===== src/lfq_pkg.sv =====
// Package of the CRLF line framer queue: sizes, field widths, codes and types.
// No dependencies; used by every other file of the block except assert_macros.svh.
`default_nettype none

package lfq_pkg;

   // Frame ring geometry
   localparam int FRAME_BYTES = 64;
   localparam int QUEUE_SLOTS = 4;
   localparam int SLOT_W      = $clog2(QUEUE_SLOTS);
   localparam int IDX_W       = $clog2(FRAME_BYTES);
   localparam int ADDR_W      = SLOT_W + IDX_W;
   localparam int RAM_DEPTH   = 2 ** ADDR_W;
   localparam int LEN_W       = $clog2(FRAME_BYTES + 1);
   localparam int CNT_W       = $clog2(QUEUE_SLOTS + 1);

   // Field widths of the channels
   localparam int BYTE_W    = 8;
   localparam int TIME_W    = 32;
   localparam int KIND_W    = 2;
   localparam int STATUS_W  = 2;
   localparam int OUT_LEN_W = 6;

   // Register port
   localparam int CSR_ADDR_W = 3;
   localparam int CSR_DATA_W = 32;
   localparam logic [CSR_ADDR_W-3:0] CSR_IDX_GAP = '0;
   localparam logic [TIME_W-1:0]     GAP_RESET   = 32'd1000;

   // Line framing characters
   localparam logic [BYTE_W-1:0] BYTE_CR = 8'h0D;
   localparam logic [BYTE_W-1:0] BYTE_LF = 8'h0A;

   typedef enum logic {
      ACT_BYTE  = 1'b0,
      ACT_DRAIN = 1'b1
   } action_type;

   typedef enum logic [KIND_W-1:0] {
      KIND_BYTE   = 2'd0,
      KIND_LINE   = 2'd1,
      KIND_NOLINE = 2'd2
   } kind_type;

   typedef enum logic [STATUS_W-1:0] {
      STAT_OK       = 2'd0,
      STAT_OVERFLOW = 2'd1,
      STAT_DROPPED  = 2'd2
   } status_type;

   typedef enum logic [1:0] {
      S_IDLE,
      S_READ,
      S_EMIT
   } state_type;

   // Line RAM access from the control logic
   typedef struct packed {
      logic              wr_en;
      logic [ADDR_W-1:0] wr_addr;
      logic [BYTE_W-1:0] wr_data;
      logic              rd_en;
      logic [ADDR_W-1:0] rd_addr;
   } ram_req_type;

endpackage

`default_nettype wire


===== src/lfq_if.sv =====
// Valid/ready channel interfaces for the request and response words.
// Depends on lfq_pkg for the field widths.
`default_nettype none

interface lfq_req_if;
   logic                        valid;
   logic                        ready;
   logic                        action;
   logic [lfq_pkg::BYTE_W-1:0]  byte_value;
   logic [lfq_pkg::TIME_W-1:0]  now_ms;

   modport source (output valid, action, byte_value, now_ms, input ready);
   modport sink   (input valid, action, byte_value, now_ms, output ready);
endinterface

interface lfq_rsp_if;
   logic                          valid;
   logic                          ready;
   logic [lfq_pkg::KIND_W-1:0]    result_kind;
   logic [lfq_pkg::STATUS_W-1:0]  status;
   logic [lfq_pkg::BYTE_W-1:0]    data_byte;
   logic [lfq_pkg::OUT_LEN_W-1:0] line_length;
   logic                          last;

   modport source (output valid, result_kind, status, data_byte, line_length, last,
                   input ready);
   modport sink   (input valid, result_kind, status, data_byte, line_length, last,
                   output ready);
endinterface

`default_nettype wire


===== src/lfq_line_ram.sv =====
// Line store: one write port, one read port with registered read data.
// Depends on lfq_pkg for geometry and the request struct.
`default_nettype none

module lfq_line_ram (
   input  logic                        clock,
   input  lfq_pkg::ram_req_type        ram_req,
   output logic [lfq_pkg::BYTE_W-1:0]  rd_data
);
   import lfq_pkg::*;

   logic [BYTE_W-1:0] mem [RAM_DEPTH];

   // Write port
   always_ff @(posedge clock) begin
      if (ram_req.wr_en) begin
         mem[ram_req.wr_addr] <= ram_req.wr_data;
      end
   end

   // Read port, registered: data in the cycle after the request
   always_ff @(posedge clock) begin
      if (ram_req.rd_en) begin
         rd_data <= mem[ram_req.rd_addr];
      end
   end

endmodule

`default_nettype wire


===== src/lfq_csr.sv =====
// Register port: holds the inter-byte gap timeout, APB-style access.
// Depends on lfq_pkg for the register index and reset value.
`default_nettype none

module lfq_csr (
   input  logic                            clock,
   input  logic                            reset,
   input  logic                            psel,
   input  logic                            penable,
   input  logic                            pwrite,
   input  logic [lfq_pkg::CSR_ADDR_W-1:0]  paddr,
   input  logic [lfq_pkg::CSR_DATA_W-1:0]  pwdata,
   output logic [lfq_pkg::CSR_DATA_W-1:0]  prdata,
   output logic                            pready,
   output logic [lfq_pkg::TIME_W-1:0]      gap_timeout
);
   import lfq_pkg::*;

   logic [TIME_W-1:0] gap_ff;
   logic              gap_sel;
   logic              gap_wr;

   // Word-aligned register decode
   assign gap_sel = (paddr[CSR_ADDR_W-1:2] == CSR_IDX_GAP);
   assign gap_wr  = psel && penable && pwrite && gap_sel;
   assign pready  = 1'b1;

   always_ff @(posedge clock) begin
      if (reset) begin
         gap_ff <= GAP_RESET;
      end else if (gap_wr) begin
         gap_ff <= pwdata[TIME_W-1:0];
      end
   end

   always_comb begin
      prdata = '0;
      if (gap_sel) begin
         prdata = CSR_DATA_W'(gap_ff);
      end
   end

   assign gap_timeout = gap_ff;

endmodule

`default_nettype wire


===== src/crlf_line_framer_queue.sv =====
// Top level of the CRLF line framer: byte framing, frame ring control,
// drain sequencer and response register. Uses lfq_pkg, lfq_if, lfq_csr, lfq_line_ram.
//
//   channel   direction  handshake        word
//   req_bus   in         valid/ready      action, byte_value, now_ms
//   rsp_bus   out        valid/ready      result_kind, status, data_byte, line_length, last
//   psel..    in/out     APB, pready=1    gap_timeout_ms at byte address 0
//
// A byte word is one read-modify-write of the frame state and one line RAM write;
// a new byte is taken every cycle the response register frees and no drain runs.
// A drain of an N-byte line reads each byte through the single read port in S_READ
// and then emits it in S_EMIT; an empty ring or empty line answers with one word.
// Synchronous reset clears control state; the line RAM is not cleared.
// A stalled response holds the response register and blocks new requests.
`default_nettype none

module crlf_line_framer_queue (
   input  logic                            clock,
   input  logic                            reset,
   lfq_req_if.sink                         req_bus,
   lfq_rsp_if.source                       rsp_bus,
   input  logic                            psel,
   input  logic                            penable,
   input  logic                            pwrite,
   input  logic [lfq_pkg::CSR_ADDR_W-1:0]  paddr,
   input  logic [lfq_pkg::CSR_DATA_W-1:0]  pwdata,
   output logic [lfq_pkg::CSR_DATA_W-1:0]  prdata,
   output logic                            pready
);
   import lfq_pkg::*;

   function automatic logic [SLOT_W-1:0] slot_next(input logic [SLOT_W-1:0] s);
      return (s == SLOT_W'(QUEUE_SLOTS - 1)) ? '0 : s + 1'b1;
   endfunction

   logic [TIME_W-1:0] gap_timeout;
   logic [BYTE_W-1:0] ram_rd_data;
   ram_req_type       ram_req;

   // Frame and ring state
   state_type         state_ff, state_in;
   logic [LEN_W-1:0]  active_len_ff;
   logic [SLOT_W-1:0] write_slot_ff;
   logic [SLOT_W-1:0] read_slot_ff;
   logic [CNT_W-1:0]  ready_cnt_ff;
   logic [BYTE_W-1:0] prev_byte_ff;
   logic              ovf_ff;
   logic [TIME_W-1:0] last_ms_ff;
   logic [LEN_W-1:0]  stored_len_ff [QUEUE_SLOTS];

   // Drain sequencer
   logic [SLOT_W-1:0] drn_slot_ff;
   logic [LEN_W-1:0]  drn_idx_ff;
   logic [LEN_W-1:0]  drn_len_ff;

   // Response register
   logic                 rsp_valid_ff, rsp_valid_in;
   kind_type             rsp_kind_ff;
   status_type           rsp_status_ff;
   logic [BYTE_W-1:0]    rsp_data_ff;
   logic [OUT_LEN_W-1:0] rsp_len_ff;
   logic                 rsp_last_ff;

   logic              out_free;
   logic              accept;
   logic              is_byte;
   logic              is_drain;
   logic              ring_empty;
   logic [TIME_W-1:0] elapsed;
   logic              gap_hit;
   logic [LEN_W-1:0]  eff_len;
   logic              eff_ovf;
   logic [BYTE_W-1:0] eff_prev;
   logic              line_end;
   logic              ring_room;
   logic [LEN_W-1:0]  trim_len;
   logic              commit;
   logic              store_byte;
   status_type        byte_status;
   logic [LEN_W-1:0]  nx_len;
   logic              nx_ovf;
   logic [BYTE_W-1:0] nx_prev;
   logic [LEN_W-1:0]  head_len_raw;
   logic [LEN_W-1:0]  head_len;
   logic              drain_start;
   logic              drain_last;
   logic              emit_load;
   logic              req_ready;
   logic              ram_rd_en;

   lfq_csr u_csr (
      .clock       (clock),
      .reset       (reset),
      .psel        (psel),
      .penable     (penable),
      .pwrite      (pwrite),
      .paddr       (paddr),
      .pwdata      (pwdata),
      .prdata      (prdata),
      .pready      (pready),
      .gap_timeout (gap_timeout)
   );

   lfq_line_ram u_ram (
      .clock   (clock),
      .ram_req (ram_req),
      .rd_data (ram_rd_data)
   );

   // Handshake
   assign out_free      = !rsp_valid_ff || rsp_bus.ready;
   assign req_bus.ready = req_ready;
   assign accept        = req_bus.valid && req_ready;
   assign is_byte       = accept && (req_bus.action == ACT_BYTE);
   assign is_drain      = accept && (req_bus.action == ACT_DRAIN);
   assign ring_empty    = (ready_cnt_ff == '0);

   // Inter-byte gap, modulo 2^32
   assign elapsed = req_bus.now_ms - last_ms_ff;
   assign gap_hit = (elapsed > gap_timeout);

   // Byte framing: gap restart, CR LF line end, overflow, append
   always_comb begin
      eff_len     = gap_hit ? '0 : active_len_ff;
      eff_ovf     = gap_hit ? 1'b0 : ovf_ff;
      eff_prev    = gap_hit ? '0 : prev_byte_ff;
      line_end    = (eff_prev == BYTE_CR) && (req_bus.byte_value == BYTE_LF);
      ring_room   = (ready_cnt_ff < CNT_W'(QUEUE_SLOTS - 1));
      trim_len    = (eff_len != '0) ? eff_len - LEN_W'(1) : '0;
      commit      = 1'b0;
      store_byte  = 1'b0;
      byte_status = STAT_OK;
      nx_len      = eff_len;
      nx_ovf      = eff_ovf;
      nx_prev     = req_bus.byte_value;
      if (line_end) begin
         nx_prev = '0;
         nx_len  = '0;
         nx_ovf  = 1'b0;
         if (!eff_ovf && ring_room) begin
            commit = 1'b1;
         end else begin
            byte_status = STAT_DROPPED;
         end
      end else if (eff_ovf) begin
         byte_status = STAT_OVERFLOW;
      end else if (eff_len >= LEN_W'(FRAME_BYTES)) begin
         nx_ovf      = 1'b1;
         byte_status = STAT_OVERFLOW;
      end else begin
         store_byte = 1'b1;
         nx_len     = eff_len + LEN_W'(1);
      end
   end

   // Oldest ready line
   assign head_len_raw = stored_len_ff[read_slot_ff];
   assign head_len     = (head_len_raw > LEN_W'(FRAME_BYTES - 1)) ?
                         LEN_W'(FRAME_BYTES - 1) : head_len_raw;
   assign drain_start  = is_drain && !ring_empty;
   assign drain_last   = ((drn_idx_ff + LEN_W'(1)) == drn_len_ff);

   // Line RAM access
   always_comb begin
      ram_req.wr_en   = is_byte && store_byte;
      ram_req.wr_addr = {write_slot_ff, eff_len[IDX_W-1:0]};
      ram_req.wr_data = req_bus.byte_value;
      ram_req.rd_en   = ram_rd_en;
      ram_req.rd_addr = {drn_slot_ff, drn_idx_ff[IDX_W-1:0]};
   end

   // Drain sequencer: next state
   always_comb begin
      state_in = state_ff;
      unique case (state_ff)
         S_IDLE: begin
            if (drain_start && (head_len != '0)) begin
               state_in = S_READ;
            end
         end
         S_READ: begin
            state_in = S_EMIT;
         end
         S_EMIT: begin
            if (out_free) begin
               state_in = drain_last ? S_IDLE : S_READ;
            end
         end
         default: begin
            state_in = S_IDLE;
         end
      endcase
   end

   // Drain sequencer: outputs
   always_comb begin
      req_ready = 1'b0;
      ram_rd_en = 1'b0;
      emit_load = 1'b0;
      unique case (state_ff)
         S_IDLE: begin
            req_ready = out_free;
         end
         S_READ: begin
            ram_rd_en = 1'b1;
         end
         S_EMIT: begin
            emit_load = out_free;
         end
         default: begin
            req_ready = 1'b0;
         end
      endcase
   end

   // Control state
   always_ff @(posedge clock) begin
      if (reset) begin
         state_ff      <= S_IDLE;
         active_len_ff <= '0;
         write_slot_ff <= '0;
         read_slot_ff  <= '0;
         ready_cnt_ff  <= '0;
         prev_byte_ff  <= '0;
         ovf_ff        <= 1'b0;
         last_ms_ff    <= '0;
         rsp_valid_ff  <= 1'b0;
      end else begin
         state_ff     <= state_in;
         rsp_valid_ff <= rsp_valid_in;
         if (is_byte) begin
            active_len_ff <= nx_len;
            ovf_ff        <= nx_ovf;
            prev_byte_ff  <= nx_prev;
            last_ms_ff    <= req_bus.now_ms;
            if (commit) begin
               write_slot_ff <= slot_next(write_slot_ff);
               ready_cnt_ff  <= ready_cnt_ff + CNT_W'(1);
            end
         end
         if (drain_start) begin
            read_slot_ff <= slot_next(read_slot_ff);
            ready_cnt_ff <= ready_cnt_ff - CNT_W'(1);
         end
      end
   end

   // Committed line lengths
   always_ff @(posedge clock) begin
      if (is_byte && commit) begin
         stored_len_ff[write_slot_ff] <= trim_len;
      end
   end

   // Drain counters
   always_ff @(posedge clock) begin
      if (drain_start) begin
         drn_slot_ff <= read_slot_ff;
         drn_idx_ff  <= '0;
         drn_len_ff  <= head_len;
      end else if (emit_load && !drain_last) begin
         drn_idx_ff <= drn_idx_ff + LEN_W'(1);
      end
   end

   // Response register
   always_comb begin
      rsp_valid_in = rsp_valid_ff && !rsp_bus.ready;
      if (is_byte || (is_drain && (ring_empty || (head_len == '0))) || emit_load) begin
         rsp_valid_in = 1'b1;
      end
   end

   always_ff @(posedge clock) begin
      if (is_byte) begin
         rsp_kind_ff   <= KIND_BYTE;
         rsp_status_ff <= byte_status;
         rsp_data_ff   <= '0;
         rsp_len_ff    <= '0;
         rsp_last_ff   <= 1'b1;
      end else if (is_drain && (ring_empty || (head_len == '0))) begin
         rsp_kind_ff   <= ring_empty ? KIND_NOLINE : KIND_LINE;
         rsp_status_ff <= STAT_OK;
         rsp_data_ff   <= '0;
         rsp_len_ff    <= '0;
         rsp_last_ff   <= 1'b1;
      end else if (emit_load) begin
         rsp_kind_ff   <= KIND_LINE;
         rsp_status_ff <= STAT_OK;
         rsp_data_ff   <= ram_rd_data;
         rsp_len_ff    <= OUT_LEN_W'(drn_len_ff);
         rsp_last_ff   <= drain_last;
      end
   end

   assign rsp_bus.valid       = rsp_valid_ff;
   assign rsp_bus.result_kind = rsp_kind_ff;
   assign rsp_bus.status      = rsp_status_ff;
   assign rsp_bus.data_byte   = rsp_data_ff;
   assign rsp_bus.line_length = rsp_len_ff;
   assign rsp_bus.last        = rsp_last_ff;

endmodule

`default_nettype wire


===== src/flat_wrapper.sv =====
// flat-port wrapper written by rule: the top's interface ports become plain ports
module crlf_line_framer_queue_flat import lfq_pkg::*;
  (clock, reset, psel, penable, pwrite, paddr, pwdata, prdata, pready, req_bus_valid, req_bus_action, req_bus_byte_value, req_bus_now_ms, req_bus_ready, rsp_bus_valid, rsp_bus_result_kind, rsp_bus_status, rsp_bus_data_byte, rsp_bus_line_length, rsp_bus_last, rsp_bus_ready);
  lfq_req_if req_bus_i ();
  lfq_rsp_if rsp_bus_i ();
  input  logic clock;
  input  logic reset;
  input  logic psel;
  input  logic penable;
  input  logic pwrite;
  input  logic [lfq_pkg::CSR_ADDR_W-1:0] paddr;
  input  logic [lfq_pkg::CSR_DATA_W-1:0] pwdata;
  output logic [lfq_pkg::CSR_DATA_W-1:0] prdata;
  output logic pready;
  input wire logic [$bits(req_bus_i.valid)-1:0] req_bus_valid;
  input wire logic [$bits(req_bus_i.action)-1:0] req_bus_action;
  input wire logic [$bits(req_bus_i.byte_value)-1:0] req_bus_byte_value;
  input wire logic [$bits(req_bus_i.now_ms)-1:0] req_bus_now_ms;
  output wire logic [$bits(req_bus_i.ready)-1:0] req_bus_ready;
  output wire logic [$bits(rsp_bus_i.valid)-1:0] rsp_bus_valid;
  output wire logic [$bits(rsp_bus_i.result_kind)-1:0] rsp_bus_result_kind;
  output wire logic [$bits(rsp_bus_i.status)-1:0] rsp_bus_status;
  output wire logic [$bits(rsp_bus_i.data_byte)-1:0] rsp_bus_data_byte;
  output wire logic [$bits(rsp_bus_i.line_length)-1:0] rsp_bus_line_length;
  output wire logic [$bits(rsp_bus_i.last)-1:0] rsp_bus_last;
  input wire logic [$bits(rsp_bus_i.ready)-1:0] rsp_bus_ready;
  assign req_bus_i.valid = req_bus_valid;
  assign req_bus_i.action = req_bus_action;
  assign req_bus_i.byte_value = req_bus_byte_value;
  assign req_bus_i.now_ms = req_bus_now_ms;
  assign req_bus_ready = req_bus_i.ready;
  assign rsp_bus_valid = rsp_bus_i.valid;
  assign rsp_bus_result_kind = rsp_bus_i.result_kind;
  assign rsp_bus_status = rsp_bus_i.status;
  assign rsp_bus_data_byte = rsp_bus_i.data_byte;
  assign rsp_bus_line_length = rsp_bus_i.line_length;
  assign rsp_bus_last = rsp_bus_i.last;
  assign rsp_bus_i.ready = rsp_bus_ready;
  crlf_line_framer_queue u_core (.clock(clock), .reset(reset), .req_bus(req_bus_i), .rsp_bus(rsp_bus_i), .psel(psel), .penable(penable), .pwrite(pwrite), .paddr(paddr), .pwdata(pwdata), .prdata(prdata), .pready(pready));
endmodule

===== config.mk =====
export PLATFORM = sky130hd
export DESIGN_NAME = crlf_line_framer_queue_flat
export DESIGN_NICKNAME = d
export VERILOG_FILES = /design/src/lfq_pkg.sv /design/src/lfq_if.sv /design/src/lfq_line_ram.sv /design/src/lfq_csr.sv /design/src/crlf_line_framer_queue.sv /design/src/flat_wrapper.sv
export SDC_FILE = /design/constraint.sdc
export NUM_CORES = 2
export LEC_CHECK = 0
export BUFFER_PORTS_ARGS = -buffer_cell sky130_fd_sc_hd__buf_2
export CORE_UTILIZATION = 57
export CTS_CLUSTER_DIAMETER = 200
export DETAILED_ROUTE_END_ITERATION = 10
export PLACE_DENSITY = 0.84
export SLEW_MARGIN = 40
export SYNTH_ARGS = -nofsm -noshare
export SYNTH_HDL_FRONTEND = slang
export SYNTH_HIERARCHICAL = 1
export SYNTH_SLANG_ARGS = --single-unit

===== constraint.sdc =====
create_clock -name clock -period 12.91 [get_ports clock]
set_clock_uncertainty 0.15 [all_clocks]
set_input_delay 0.6455 -clock clock [delete_from_list [all_inputs] [get_ports clock]]
set_output_delay 0.6455 -clock clock [all_outputs]
set_load 0.03 [all_outputs]

==> Word level (Yosys, flattened, before mapping) <==
Memories as Yosys holds them, arrays and structs flattened. A register that Yosys moved wholly into a read port is not among the register bits.
Cells that the tools add are included.
W data, S select, Z words.
{ "totals": {"register_bits": 125, "latchBits": 0, "ramBits": 2076, "rom_bits": 0, "input_bits": 83, "output_inout_bits": 54, "elab_cells": 127, "memories": 2} }
{ "mem_list": {"columns": ["memory", "depth", "width", "rd", "rd_clocked_by_memory_dff", "write_ports", "line", "source"], "rows": [
  ["u_core.u_ram.mem", 256, 8, 1, 1, 1, "lfq_line_ram.sv:12", "logic [BYTE_W-1:0] mem [RAM_DEPTH];"],
  ["u_core.stored_len_ff", 4, 7, 1, 1, 1, "crlf_line_framer_queue.sv:49", "logic [LEN_W-1:0] stored_len_ff [QUEUE_SLOTS];"]
]} }
{ "op_classes": {"add_sub_neg": 8, "n_mul": 0, "div_mod_pow": 0, "n_lt_le_gt_ge": 4, "n_eq_ne": 9, "n_shift": 0, "n_mux": 47, "bitwise": 2, "reduce_logical": 37} }
{ "op_table": {"columns": ["op", "count"], "rows": [
  ["$mux W7", 6],
  ["$gt A32 B32 Y1", 1],
  ["$mux W32", 1],
  ["$sub A32 B32 Y32", 1],
  ["$mux W2", 15],
  ["$mux W1", 19],
  ["$eq A8 B4 Y1 const B", 2],
  ["$mux W8", 2],
  ["$logic_and A1 B1 Y1", 15],
  ["$add A7 B1 Y7 const B", 2],
  ["$reduce_bool A7 Y1", 2],
  ["$mux W3", 3],
  ["$eq A7 B7 Y1", 1],
  ["$ge A7 B7 Y1 const B", 1],
  ["$gt A7 B6 Y1 const B", 1],
  ["$logic_not A7 Y1", 1],
  ["$sub A7 B1 Y7 const B", 1],
  ["$eq A2 B2 Y1 const B", 3],
  ["$pmux W2 S3", 1],
  ["$reduce_and A2 Y1", 3],
  ["$reduce_bool A2 Y1", 3],
  ["$logic_not A1 Y1", 5],
  ["$add A2 B1 Y2 const B", 2],
  ["$logic_or A1 B1 Y1", 4],
  ["10 further kinds", 12]
]} }

==> Logic depth before layout (Yosys ltp) <==
{ "depth": {"depth_word": 10, "mapped_depth": 30, "depth_no_buf": 27} }

==> By module <==
Netlist, hierarchy kept.
{ "by_module_without_submodules": {"columns": ["module", "n_inst", "cells_per_inst", "area_each_um2", "seq_area_each_um2"], "rows": [
  ["lfq_line_ram", 1, 3733, 79636.4, 61739.2],
  ["crlf_line_framer_queue", 1, 861, 7487.2, 2852.7],
  ["lfq_csr", 1, 177, 1667.8, 640.6]
]} }

==> Worst setup path after synthesis <==
OpenSTA, ideal clock, no wires.
{ "synth_path": {"path_kind": "in2reg", "startpoint": "in req_bus_now_ms[0]", "endpoint": "mem u_core.u_ram.mem[237][0], enable pin", "setup_time_ns": 0.370, "arrival_time_ns": 6.392, "required_ns": 12.390, "setup_slack_ns": 5.998, "path_stages": 29, "n_path_buf": 5, "cell_sequence": "inv_1 ha_1 inv_1 fa_1 a211oi_1 o21ai_0 o21a_1 o2111ai_1 a31oi_1 a211o_1 a21oi_1 o21ai_0 xor2_1 ha_1 nand4_1 nor4_1 nand3_1 nor3b_1 a22o_1 nor2_2 buf_2 buf_2 and2_1 clkbuf_1 nor2b_1 clkbuf_1 nand4_1 clkbuf_1 nor2_1"} }
{ "synth_via": {"elab_chain_cells": 10, "elab_cells_between_ends": 14, "cone_classes": "add/sub: 1; order compare: 2; eq/ne: 1; mux: 8; reduce/logical: 2"} }
{ "synth_rtl": {"columns": ["item", "line", "source"], "rows": [
  ["start, declared", "flat_wrapper.sv:18", "input wire logic [$bits(req_bus_i.now_ms)-1:0] req_bus_now_ms;"],
  ["$sub A32 B32 Y32 (*)", "crlf_line_framer_queue.sv:119", "assign elapsed = req_bus.now_ms - last_ms_ff;"],
  ["$gt A32 B32 Y1 (*)", "crlf_line_framer_queue.sv:120", "assign gap_hit = (elapsed > gap_timeout);"],
  ["$mux W7 (*)", "crlf_line_framer_queue.sv:124", "eff_len = gap_hit ? '0 : active_len_ff;"],
  ["net u_core.eff_len[0]", "crlf_line_framer_queue.sv:71", "logic [LEN_W-1:0] eff_len;"],
  ["$ge A7 B7 Y1", "crlf_line_framer_queue.sv:147", "end else if (eff_len >= LEN_W'(FRAME_BYTES)) begin"],
  ["$mux W1", "crlf_line_framer_queue.sv:147", null],
  ["$mux W1", "crlf_line_framer_queue.sv:145", "end else if (eff_ovf) begin"],
  ["$mux W1", "crlf_line_framer_queue.sv:136", "if (line_end) begin"],
  ["$logic_and A1 B1 Y1", "crlf_line_framer_queue.sv:165", "ram_req.wr_en = is_byte && store_byte;"],
  ["$mux W1", "lfq_line_ram.sv:16", "if (ram_req.wr_en) begin"],
  ["$mux W1 (implied by the code)", "lfq_line_ram.sv:17", "mem[ram_req.wr_addr] <= ram_req.wr_data;"],
  ["end, declared", "lfq_line_ram.sv:12", null]
]} }
Mark *: on every way through the listed nets, which the timed path passes. The rest lies on a longest branch.

==> Final worst setup path <==
{ "layout_path": {"startpoint": "in req_bus_now_ms[0]", "endpoint": "mem u_core.u_ram.mem[25][3], enable pin"} }
Same word-level chain as after synthesis.

==> results.md <==
- Post-synth EDFFs: 2,095
- WL final: 234,400 um
- Worst skew pair latency: 0.85 ns
- Part of the Yosys area used for sequential elements: about three quarters
- PortBufs: 133
- HP Class: in2reg
- Drt via density: 6.963
- Vias in the first global route: 50,010
- Initial antenna violation count: 6
- Largest net degree at the start of global routing: 149
- Most used DFF post-synth: edfxtp_1
- Die ar.: 157,400 um^2
- Leakage: 0.02991 uW
- Synthesis-to-finish area growth: 11.10%
- Initial Utilization: 57.50%
- Status: finished, final reports clean
- Worst-path fanout max: 21
- Mapped Cells: 4,771
- CORE AREA: 154,400 um^2
- Height of the die: 396.7 um
- Setup violators final: 0
- Max-slew violations: 0
- Setup TNS: 0 ns
- CP Launch Type: primary input
- Avg WL per Cell: 32.60 um
- Final #Nets: 5,136
- Final Hold Fails: 0
- Post-synth ARST share: 0%
- Syn_nets: ~5,000
- # IOs: 137
- Crit Path Class: in2reg
- DRT Pass-1 Iters: 6
- Peak supply drop: 0.1183 mV
- Row cnt: 144
- Clk slew on worst S/H paths: 0.06 ns
- Max_cap viols: 0
- Final Cell Area: 98,650 um^2
- Commonest cells after routing, fill and taps aside: 2,095 x edfxtp_1, 457 x mux4_2, 275 x nor2_1
- Gr usage total: 29.82%
- Endpoint type of the worst setup path: register
- DP Area: 91,330 um^2
- Tot Pwr: 14,100 uW
- Mapped Area: 88,790 um^2
- Grt ovf: 0
- First-pass GRT wire length: 338,400 um
- Fmax: 104.6 MHz
- Fin crit period: 9.562 ns
- Syn_area_per_cell: 18.61 um^2
- Clk sinks: 2,211
- Iteration-0 DRC Markers: 8,026
- Share of layout cells above drive strength 1: a little over a fifth
- HPWL Detailed: around 130,000 um
- Pwr dens: 142.9 nW/um^2
- H-tree depth: 4
- Width of the die: around 400 um
- Cts bufs inserted: ~200
- Worst slew pin tran: 1.050 ns
- Max Root-Sink Buffers: 3
- Unique masters post-synth: 85
- RSZ-0062 raised after global routing: false
- Commonest non-fill, non-tap cell in the layout: edfxtp_1
- CP arrival: 9.87 ns
- Root buffer cell: clkbuf_16
- Required time of the worst setup path: between 10 and 15 ns
- Final ANT Viol Nets: 0
- Seq cells post-synth: about 2,200
- Gp weighted congestion: 0.8970
- Layout fillers: 9,314
- DRC Markers: 0
- CTS tree: done
- Synth warn: 6
- Relative max-transition margin: 30.03%
- Tcrit/Tclk final: 74.07%
- Setup Buffers After CTS: 0
- Via count: 50,080
-- sequential cells by signal (all words and copies together) (netlist names), 3 cells and up, named ones only --
| signal | count |
|---|---|
| u_core/rsp_bus.data_byte | 8 |
| u_core/prev_byte_ff | 8 |
| u_core/u_ram/mem | 2048 |
| u_core/ready_cnt_ff | 3 |
| u_core/last_ms_ff | 32 |
| u_core/active_len_ff | 7 |
| u_core/drn_len_ff | 7 |
| u_core/u_ram/rd_data | 8 |
| u_core/rsp_bus.line_length | 6 |
| u_core/stored_len_ff | 28 |
| u_core/drn_idx_ff | 7 |
| u_core/u_csr/gap_timeout | 32 |
-- cell families after synthesis --
group / count (synthesis) / share of synthesized area [%]
AO/OA/AOI/OAI: 580 / 4.444
XOR/XNOR: 52 / 0.5129
adder cells (fa/ha/maj): 74 / 1.060
buffers and inverters: 363 / 2.272
flip-flops: 2211 / 73.47
multiplexers: 634 / 13.70
other: 2 / 0.008458
AND/OR/NAND/NOR: 855 / 4.536
-- worst paths after layout --
check,from,endpoint,slack [ns],cells past startpoint
worst max-delay path,req_bus_now_ms[0],u_core/u_ram/mem[25][3]$_DFFE_PP_,3.35,27
worst min-delay path,rsp_bus_ready,u_core/rsp_bus.valid$_SDFF_PP0_,0.05,4
worst max register to register,u_core/last_ms_ff[0]$_SDFFE_PP0P_,u_core/u_ram/mem[25][3]$_DFFE_PP_,3.54,24
worst min register to register,u_core/last_ms_ff[15]$_SDFFE_PP0P_,u_core/last_ms_ff[15]$_SDFFE_PP0P_,0.30,2
-- per-layer routing --
metal | global-route usage [%] | up-vias | part of all wire [%]
li1 | - | 19650 | -
met1 | 37.62 | 25130 | 33
met2 | 46.99 | 4428 | 48
met3 | 8.373 | 870 | 13
met4 | 16.41 | 2 | 6.2
met5 | 0 | - | 0.0055
-- power breakdown --
| part | switching [uW] | leakage (uW) | internal (uW) |
|---|---|---|---|
| Combinational | 265 | 0.00707 | 112 |
| Sequential | 6.64 | 0.0198 | 7850 |
| Clock | 2640 | 0.00307 | 3220 |
-- worst max-delay path, cell delays in order --
cell and delay, ns:
dlygate4sd3_1 0.52, buf_2 0.13, inv_1 0.05, ha_1 0.17, inv_1 0.06, fa_1 0.42, a211oi_1 0.28, o21ai_0 0.23
o21a_1 0.28, o2111ai_1 0.30, a31oi_1 0.23, a311oi_1 0.53, o21a_1 0.17, o21bai_1 0.07, xor2_1 0.16, ha_1 0.29
nand4_1 0.16, nor4_1 0.41, nand3_1 0.19, nor3b_1 0.18, a22o_1 0.27, nor2_2 0.61, and2_1 0.64, nor2b_1 0.71
nand3_1 0.94, buf_4 0.53, nor2_1 0.65
-- cells in the mapped netlist (5+ instances only) --
cell	number	area share [%]
a211oi_1	22	0.19
inv_1	85	0.36
buf_1	23	0.097
nor3_1	37	0.21
clkbuf_1	143	0.60
dfxtp_1	116	2.6
or2_2	13	0.092
and2_1	13	0.092
nand2b_1	65	0.46
o22a_1	5	0.049
mux4_1	6	0.18
buf_12	11	0.25
nand3_1	49	0.28
buf_2	35	0.20
xnor2_1	31	0.31
edfxtp_1	2095	71
o211ai_1	12	0.10
a221oi_1	14	0.14
mux2i_1	169	1.9
a31oi_1	5	0.035
mux4_2	457	12
a21oi_1	187	1.1
buf_6	24	0.30
o21a_1	6	0.051
a22o_1	9	0.089
buf_4	28	0.24
nor2b_1	69	0.49
ha_1	72	1.0
xor2_1	21	0.21
o221ai_1	46	0.45
o22ai_1	28	0.20
and3_1	7	0.049
o21ai_0	35	0.20
nor4_1	26	0.18
nand4_1	25	0.18
a21o_1	25	0.21
buf_8	13	0.22
nor2_1	341	1.4
nand2_1	174	0.74
a21oi_2	11	0.11
a22oi_1	135	1.1
-- repair_timing --
action	in CTS	in global routing
resized for setup	0	0
hold buffers	64	0
endpoints found under the hold margin	64	0
-- area by class of cell --
type                    instances  area, um^2  share of cell area, %
well taps                    2044        2557                  2.593
inverters                      86       322.8                 0.3272
clock inverters               121        1149                  1.164
flip-flops and latches       2211       65250                  66.14
clock buffers                 243        5219                  5.290
diodes                          8       20.02                0.02029
repair buffers                282        2136                  2.165
multi-input cells            2197       21990                  22.30
-- stage by stage --
stage	worst slack, ns	instances	hold slack [ns]	utilization, %
2_1_floorplan	5.998	4771	0.2816	-
3_3_place_gp	3.879	6751	0.2898	59.03
3_5_place_dp	3.606	6752	0.2957	59.15
4_1_cts	3.670	7180	0.001185	63.68
5_1_grt	3.092	7187	0.1186	63.88
6_report	3.348	7192	0.04673	63.89
No activity file was read; power rests on OpenSTA's default activity.
